[src/msd_pkg.sv]
package msd_pkg;

    localparam int DIGIT_COUNT_DEF = 6;
    localparam int ENABLE_W        = 6;
    localparam int SEG_W           = 7;
    localparam int CHAR_W          = 8;

    typedef enum logic [1:0] {
        CMD_WRITE = 2'd0,
        CMD_READ  = 2'd1,
        CMD_TICK  = 2'd2,
        CMD_NONE  = 2'd3
    } cmd_t;

    localparam logic [CHAR_W-1:0] CHAR_ZERO  = 8'h30;
    localparam logic [CHAR_W-1:0] CHAR_ONE   = 8'h31;
    localparam logic [CHAR_W-1:0] CHAR_TWO   = 8'h32;
    localparam logic [CHAR_W-1:0] CHAR_THREE = 8'h33;
    localparam logic [CHAR_W-1:0] CHAR_NINE  = 8'h39;
    localparam logic [CHAR_W-1:0] CHAR_DASH  = 8'h2D;

    localparam logic [CHAR_W-1:0] STATUS_SW_LOW  = CHAR_ONE;
    localparam logic [CHAR_W-1:0] STATUS_SW_HIGH = CHAR_TWO;

    localparam logic [SEG_W-1:0] SEG_DASH = 7'h3F;

    localparam logic [SEG_W-1:0] DIGIT_SEGS [10] = '{
        7'h40, 7'h73, 7'h24, 7'h21, 7'h13, 7'h09, 7'h08, 7'h63, 7'h00, 7'h01
    };

    typedef struct packed {
        logic             hit;
        logic [SEG_W-1:0] pattern;
    } seg_dec_t;

endpackage

[src/msd_seg_decode.sv]
module msd_seg_decode (
    input  logic [msd_pkg::CHAR_W-1:0] char_in,
    input  logic                       is_last,
    input  logic                       patch_en,
    output msd_pkg::seg_dec_t          dec
);
    import msd_pkg::*;

    logic [CHAR_W-1:0] char_mapped;

    // last-digit remap, display only
    always_comb begin
        char_mapped = char_in;
        if (patch_en && is_last) begin
            if (char_in == CHAR_ZERO) begin
                char_mapped = CHAR_ONE;
            end else if (char_in == CHAR_TWO) begin
                char_mapped = CHAR_THREE;
            end
        end
    end

    always_comb begin
        dec.hit     = 1'b0;
        dec.pattern = SEG_DASH;
        if (char_mapped >= CHAR_ZERO && char_mapped <= CHAR_NINE) begin
            dec.hit     = 1'b1;
            dec.pattern = DIGIT_SEGS[char_mapped[3:0]];
        end else if (char_mapped == CHAR_DASH) begin
            dec.hit     = 1'b1;
            dec.pattern = SEG_DASH;
        end
    end

endmodule

[src/multiplexed_seven_segment_driver.sv]
// An accepted beat is registered in the input stage, then processed; its result
// beat is registered in the result stage, and result backpressure can stall it.
// Throughput: one beat per cycle, limited only by result backpressure.
// Reset (aresetn low, synchronous): store returns to alternating '-','1',
// write pointer 0, scan at last digit, segments all lit, digits off, patch on.
module multiplexed_seven_segment_driver #(
    parameter int DIGIT_COUNT = msd_pkg::DIGIT_COUNT_DEF
) (
    input  logic                         aclk,
    input  logic                         aresetn,
    input  logic                         cfg_we,
    input  logic                         cfg_wdata,
    input  logic                         s_valid,
    output logic                         s_ready,
    input  logic [1:0]                   s_cmd,
    input  logic [msd_pkg::CHAR_W-1:0]   s_data_byte,
    input  logic                         s_first_byte,
    input  logic                         s_switch_level,
    output logic                         m_valid,
    input  logic                         m_ready,
    output logic [msd_pkg::CHAR_W-1:0]   m_read_data,
    output logic [msd_pkg::ENABLE_W-1:0] m_digit_enable,
    output logic [msd_pkg::SEG_W-1:0]    m_segment_bits
);
    import msd_pkg::*;

    localparam int POS_W = (DIGIT_COUNT > 1) ? $clog2(DIGIT_COUNT) : 1;
    localparam int PTR_W = $clog2(DIGIT_COUNT + 1);
    localparam logic [POS_W-1:0] LAST_POS  = POS_W'(DIGIT_COUNT - 1);
    localparam logic [PTR_W-1:0] PTR_LIMIT = PTR_W'(DIGIT_COUNT);

    // input stage
    logic              in_valid_reg;
    cmd_t              in_cmd_reg;
    logic [CHAR_W-1:0] in_data_reg;
    logic              in_first_reg;
    logic              in_sw_reg;

    // display state
    logic [CHAR_W-1:0] chars_reg [DIGIT_COUNT];
    logic [CHAR_W-1:0] chars_next [DIGIT_COUNT];
    logic [PTR_W-1:0]  wr_ptr_reg, wr_ptr_next;
    logic [POS_W-1:0]  scan_pos_reg, scan_pos_next;
    logic [SEG_W-1:0]  seg_reg, seg_next;
    logic [ENABLE_W-1:0] en_reg, en_next;
    logic              patch_reg;

    // result stage
    logic              out_valid_reg;
    logic [CHAR_W-1:0] rd_reg, rd_next;

    logic              advance;
    logic              s_accept;
    logic [PTR_W-1:0]  ptr_base;
    logic [POS_W-1:0]  scan_step;
    seg_dec_t          dec;

    assign advance  = in_valid_reg && (!out_valid_reg || m_ready);
    assign s_ready  = !in_valid_reg || advance;
    assign s_accept = s_valid && s_ready;

    assign scan_step = (scan_pos_reg == LAST_POS) ? '0 : scan_pos_reg + 1'b1;
    assign ptr_base  = in_first_reg ? '0 : wr_ptr_reg;

    msd_seg_decode u_seg_decode (
        .char_in  (chars_reg[scan_step]),
        .is_last  (scan_step == LAST_POS),
        .patch_en (patch_reg),
        .dec      (dec)
    );

    always_comb begin
        chars_next    = chars_reg;
        wr_ptr_next   = wr_ptr_reg;
        scan_pos_next = scan_pos_reg;
        seg_next      = seg_reg;
        en_next       = en_reg;
        rd_next       = '0;
        case (in_cmd_reg)
            CMD_WRITE: begin
                if (ptr_base < PTR_LIMIT) begin
                    chars_next[ptr_base[POS_W-1:0]] = in_data_reg;
                    wr_ptr_next = ptr_base + 1'b1;
                end else begin
                    wr_ptr_next = ptr_base;
                end
            end
            CMD_READ: begin
                rd_next = in_sw_reg ? STATUS_SW_HIGH : STATUS_SW_LOW;
            end
            CMD_TICK: begin
                scan_pos_next = scan_step;
                for (int i = 0; i < ENABLE_W; i++) begin
                    en_next[i] = (i < DIGIT_COUNT) && (scan_step == POS_W'(i));
                end
                if (dec.hit) begin
                    seg_next = dec.pattern;
                end
            end
            default: begin
            end
        endcase
    end

    always_ff @(posedge aclk) begin
        if (!aresetn) begin
            in_valid_reg  <= 1'b0;
            out_valid_reg <= 1'b0;
            wr_ptr_reg    <= '0;
            scan_pos_reg  <= LAST_POS;
            seg_reg       <= '0;
            en_reg        <= '0;
            patch_reg     <= 1'b1;
            for (int k = 0; k < DIGIT_COUNT; k++) begin
                chars_reg[k] <= k[0] ? CHAR_ONE : CHAR_DASH;
            end
        end else begin
            if (cfg_we) begin
                patch_reg <= cfg_wdata;
            end
            if (s_ready) begin
                in_valid_reg <= s_valid;
            end
            if (advance) begin
                out_valid_reg <= 1'b1;
                chars_reg     <= chars_next;
                wr_ptr_reg    <= wr_ptr_next;
                scan_pos_reg  <= scan_pos_next;
                seg_reg       <= seg_next;
                en_reg        <= en_next;
            end else if (m_ready) begin
                out_valid_reg <= 1'b0;
            end
        end
    end

    always_ff @(posedge aclk) begin
        if (s_accept) begin
            in_cmd_reg   <= cmd_t'(s_cmd);
            in_data_reg  <= s_data_byte;
            in_first_reg <= s_first_byte;
            in_sw_reg    <= s_switch_level;
        end
        if (advance) begin
            rd_reg <= rd_next;
        end
    end

    assign m_valid        = out_valid_reg;
    assign m_read_data    = rd_reg;
    assign m_digit_enable = en_reg;
    assign m_segment_bits = seg_reg;

    a_enable_onehot: assert property (@(posedge aclk) disable iff (!aresetn)
        $onehot0(en_reg))
        else $error("digit enable not one-hot");

    a_ptr_range: assert property (@(posedge aclk) disable iff (!aresetn)
        wr_ptr_reg <= PTR_LIMIT)
        else $error("write pointer past store");

    a_scan_range: assert property (@(posedge aclk) disable iff (!aresetn)
        scan_pos_reg <= LAST_POS)
        else $error("scan position past last digit");

    a_advance_result: assert property (@(posedge aclk) disable iff (!aresetn)
        advance |=> out_valid_reg)
        else $error("processed beat produced no result");

    a_tick_enables_scan: assert property (@(posedge aclk) disable iff (!aresetn)
        (advance && in_cmd_reg == CMD_TICK) |=>
            (scan_pos_reg >= POS_W'(ENABLE_W) && DIGIT_COUNT > ENABLE_W) ||
            en_reg == ENABLE_W'(1) << scan_pos_reg)
        else $error("enable does not follow scan position");

endmodule
[config.mk]
export PLATFORM = sky130hd
export DESIGN_NAME = multiplexed_seven_segment_driver
export DESIGN_NICKNAME = d
export VERILOG_FILES = /design/src/msd_pkg.sv /design/src/msd_seg_decode.sv /design/src/multiplexed_seven_segment_driver.sv
export SDC_FILE = /design/constraint.sdc
export NUM_CORES = 1
export LEC_CHECK = 0
export ABC_CLOCK_PERIOD_IN_PS = 3970
export BUFFER_PORTS_ARGS = -buffer_cell sky130_fd_sc_hd__buf_4
export CAP_MARGIN = 20
export CORE_MARGIN = 4
export CORE_UTILIZATION = 58
export CTS_CLUSTER_SIZE = 10
export DETAILED_ROUTE_END_ITERATION = 16
export PLACE_DENSITY_LB_ADDON = 0.12
export SYNTH_ARGS = -nofsm -noshare
export SYNTH_HDL_FRONTEND = slang
export SYNTH_SLANG_ARGS = --single-unit
[constraint.sdc]
create_clock -name aclk -period 3.97 [get_ports aclk]
set_input_delay 0.1985 -clock aclk [delete_from_list [all_inputs] [get_ports aclk]]
set_output_delay 0.1985 -clock aclk [all_outputs]
set_load 0.02 [all_outputs]
==> impl_metrics.ini <==
[timing]
clock_skew_ns = 0.00687
slew_violations = 0
fin_ws_ns = 0.381
fin_crit_ns = 3.59
finalSetupViolCount = 0
fmax_mhz = 279
period_share_pct = 90.4
tns_ns = 0
tightestPinTransition_ns = 0.896
hold_viol_final = 0
rsz0062_at_grt = no
max-slew-margin-rel_pct = 39.8

[place]
port_buffers = 36
place_ws_ns = 0.461
dp_hpwl_mm = 5.83
gp_congestion = 0.863
dpl_cell_area_um2 = 4130

[synthesis]
synth_edf_count = 15
avgSynthCellArea_um2 = 9.81
syn_area_um2 = 3860
synth_cell_types = 55
synth-main-ff-cell = dfxtp_1
async_flop_share_pct = 0
synth_top_cell_by_area = dfxtp_1
synth_warnings = 0
synth_seq_cells = 85
ys_top_cells_by_area = dfxtp_1 36%, mux2i_1 13%, edfxtp_1 12%
yosysSeqAreaShare_pct = 47.9
yosysTopAreaCellShare_pct = 36.3
syn-instance-count = 394

[detailed_routing]
ant_nets = 0
wl_per_cell_um = 16.9
vias = 2886
drt-initial-drc-count = 169
dr.pass1.iters = 4
wl_mm = 8.50
via_per_inst = 5.74
drc_errors = 0

[cells_and_area]
antennaDiodeCount = 0
area_growth_pct = 12.2
final_cell_mix = 70 x dfxtp_1, 59 x nand2_1, 49 x mux2i_1
largest_reg_flops = 48
final_common_cell = dfxtp_1
post-route-util_pct = 67.5
design_area_um2 = 4340
nFillCells = 527
layout-drive-gt1-share_pct = 16.0
fin_nets = 445

[grt]
first_global_vias = 2760
antenna_found_initial = 0
grt_pass1_wl_mm = 13.7
grt-ovfl-total = 0
grt_max_degree = 34
grtUsageTotal_pct = 22.7

[clock_tree]
hold_buffers = 0
clk_pin_slew_ns = 0.09
cts_resized = 0
cts-root-buf = clkbuf_8
htreeDepth = 3
cts_made_buffers = 9
postCtsSetupRepairBufs = 0
clockBufferDepth = 2
numClockSinks = 85
worstSkewPairLatency_ns = 0.35
cts_tree = built

[critical_path]
critical_path.max_stage_delay_ns = 0.89
ff2ff_setup_slack_ns = 0.38
worst-endpoint-arrival_ns = 3.89
required_ns = 4.27
cpMostUsedCell = nor2_1
path_cells = nor2_1, nor4_1, o311a_1, and3_1, nand2_1, o21ai_0, ha_1, nor2_1, o211ai_2, nand2_2, a211oi_4, o221a_1
worst-setup-path-type = register to register
crit_fanout = 26
cpMaxStageDelayCell = dfxtp_1
endpoint_kind = register
cp-start-kind = register

[floorplan]
die_height_um = 89.6
start_util_pct = 60.2
coreArea_um2 = 6420
die_w_um = 89.6
placement_rows = 29
ioPinCount = 41
dieArea_um2 = 8030

[hold_path]
min_path_type = primary input to register

[job]
drv_cap = 0

[pwr]
cellPowerDensity_nw_per_um2 = 379
ir_worst_vdd_v = 0.000254
p_leak_uw = 0.00168

[run_status]
status = finished, final reports clean
-- cell usage after synthesis (5+ instances only) --
cell type,instances
clkbuf_1,15
edfxtp_1,15
nand3_1,9
nor2_1,40
nor2b_1,7
inv_1,6
nor3_1,7
nand2b_1,5
mux2i_1,49
nand2_1,59
o221a_1,5
ha_1,6
dfxtp_1,70
and2_1,5
buf_2,5
a21oi_1,21
buf_4,6
-- per-stage QoR --
| step | total power (uW) | std cells | hold slack [ns] |
|---|---|---|---|
| 2_1_floorplan | 1010 | 397 | 0.297 |
| 5_1_grt | 1700 | 503 | 0.000562 |
| 4_1_cts | 1650 | 502 | 0.00303 |
| 6_report | 1640 | 503 | 0.0126 |
| 3_3_place_gp | 1050 | 486 | 0.376 |
| 3_5_place_dp | 1050 | 486 | 0.378 |
-- logic make-up (layout without fill, tap and decap cells) --
family	after synthesis	after routing	synth area share, %
and+or+nand+nor	156	156	20.0
DFF	85	85	47.9
muxes	54	54	14.7
other	1	4	0.0970
buffers and inverters	33	62	4.05
adders and majority gates	6	6	1.94
AOI/OAI and AO/OA	59	59	11.3
-- routing by layer --
metal,track usage (%),share of wire (%),vias up
li1,-,-,1434
met1,30.5,44,1350
met2,36.4,46,87
met3,3.47,7.4,15
met4,9.47,1.9,0
met5,0,0,-
-- critical path: cells and delay by family (launching register included) --
family,cells,cell delay [ns]
compound gates,5,1.34
fa+ha+maj,1,0.26
flops,1,0.89
simple gates,6,1.04
-- area by class of cell --
type	count	area [um2]	share of cell area (%)
multi-input combinational	279	1870	43.1
sequential	85	1850	42.7
timing repair buffer	40	303	6.98
clock buffer	9	124	2.86
tap	77	96.3	2.22
clock inverter	7	72.6	1.67
inverter	6	22.5	0.519
-- power breakdown --
group / total [uW] / internal, uW / switching (uW)
Combinational: 116 / 48.5 / 67.3
Sequential: 915 / 894 / 20.4
Clock: 612 / 293 / 319
-- worst paths after layout --
check | startpoint | endpoint | cells after the start
worst max-delay path | scan_pos_reg[2] | m_segment_bits[3] | 12
worst min-delay path | s_data_byte[6] | in_data_reg[6] | 1
worst max register to register | scan_pos_reg[2] | m_segment_bits[3] | 12
worst min register to register | m_digit_enable[5] | m_digit_enable[5] | 2
Note: power is estimated with default switching activity, not from simulation.
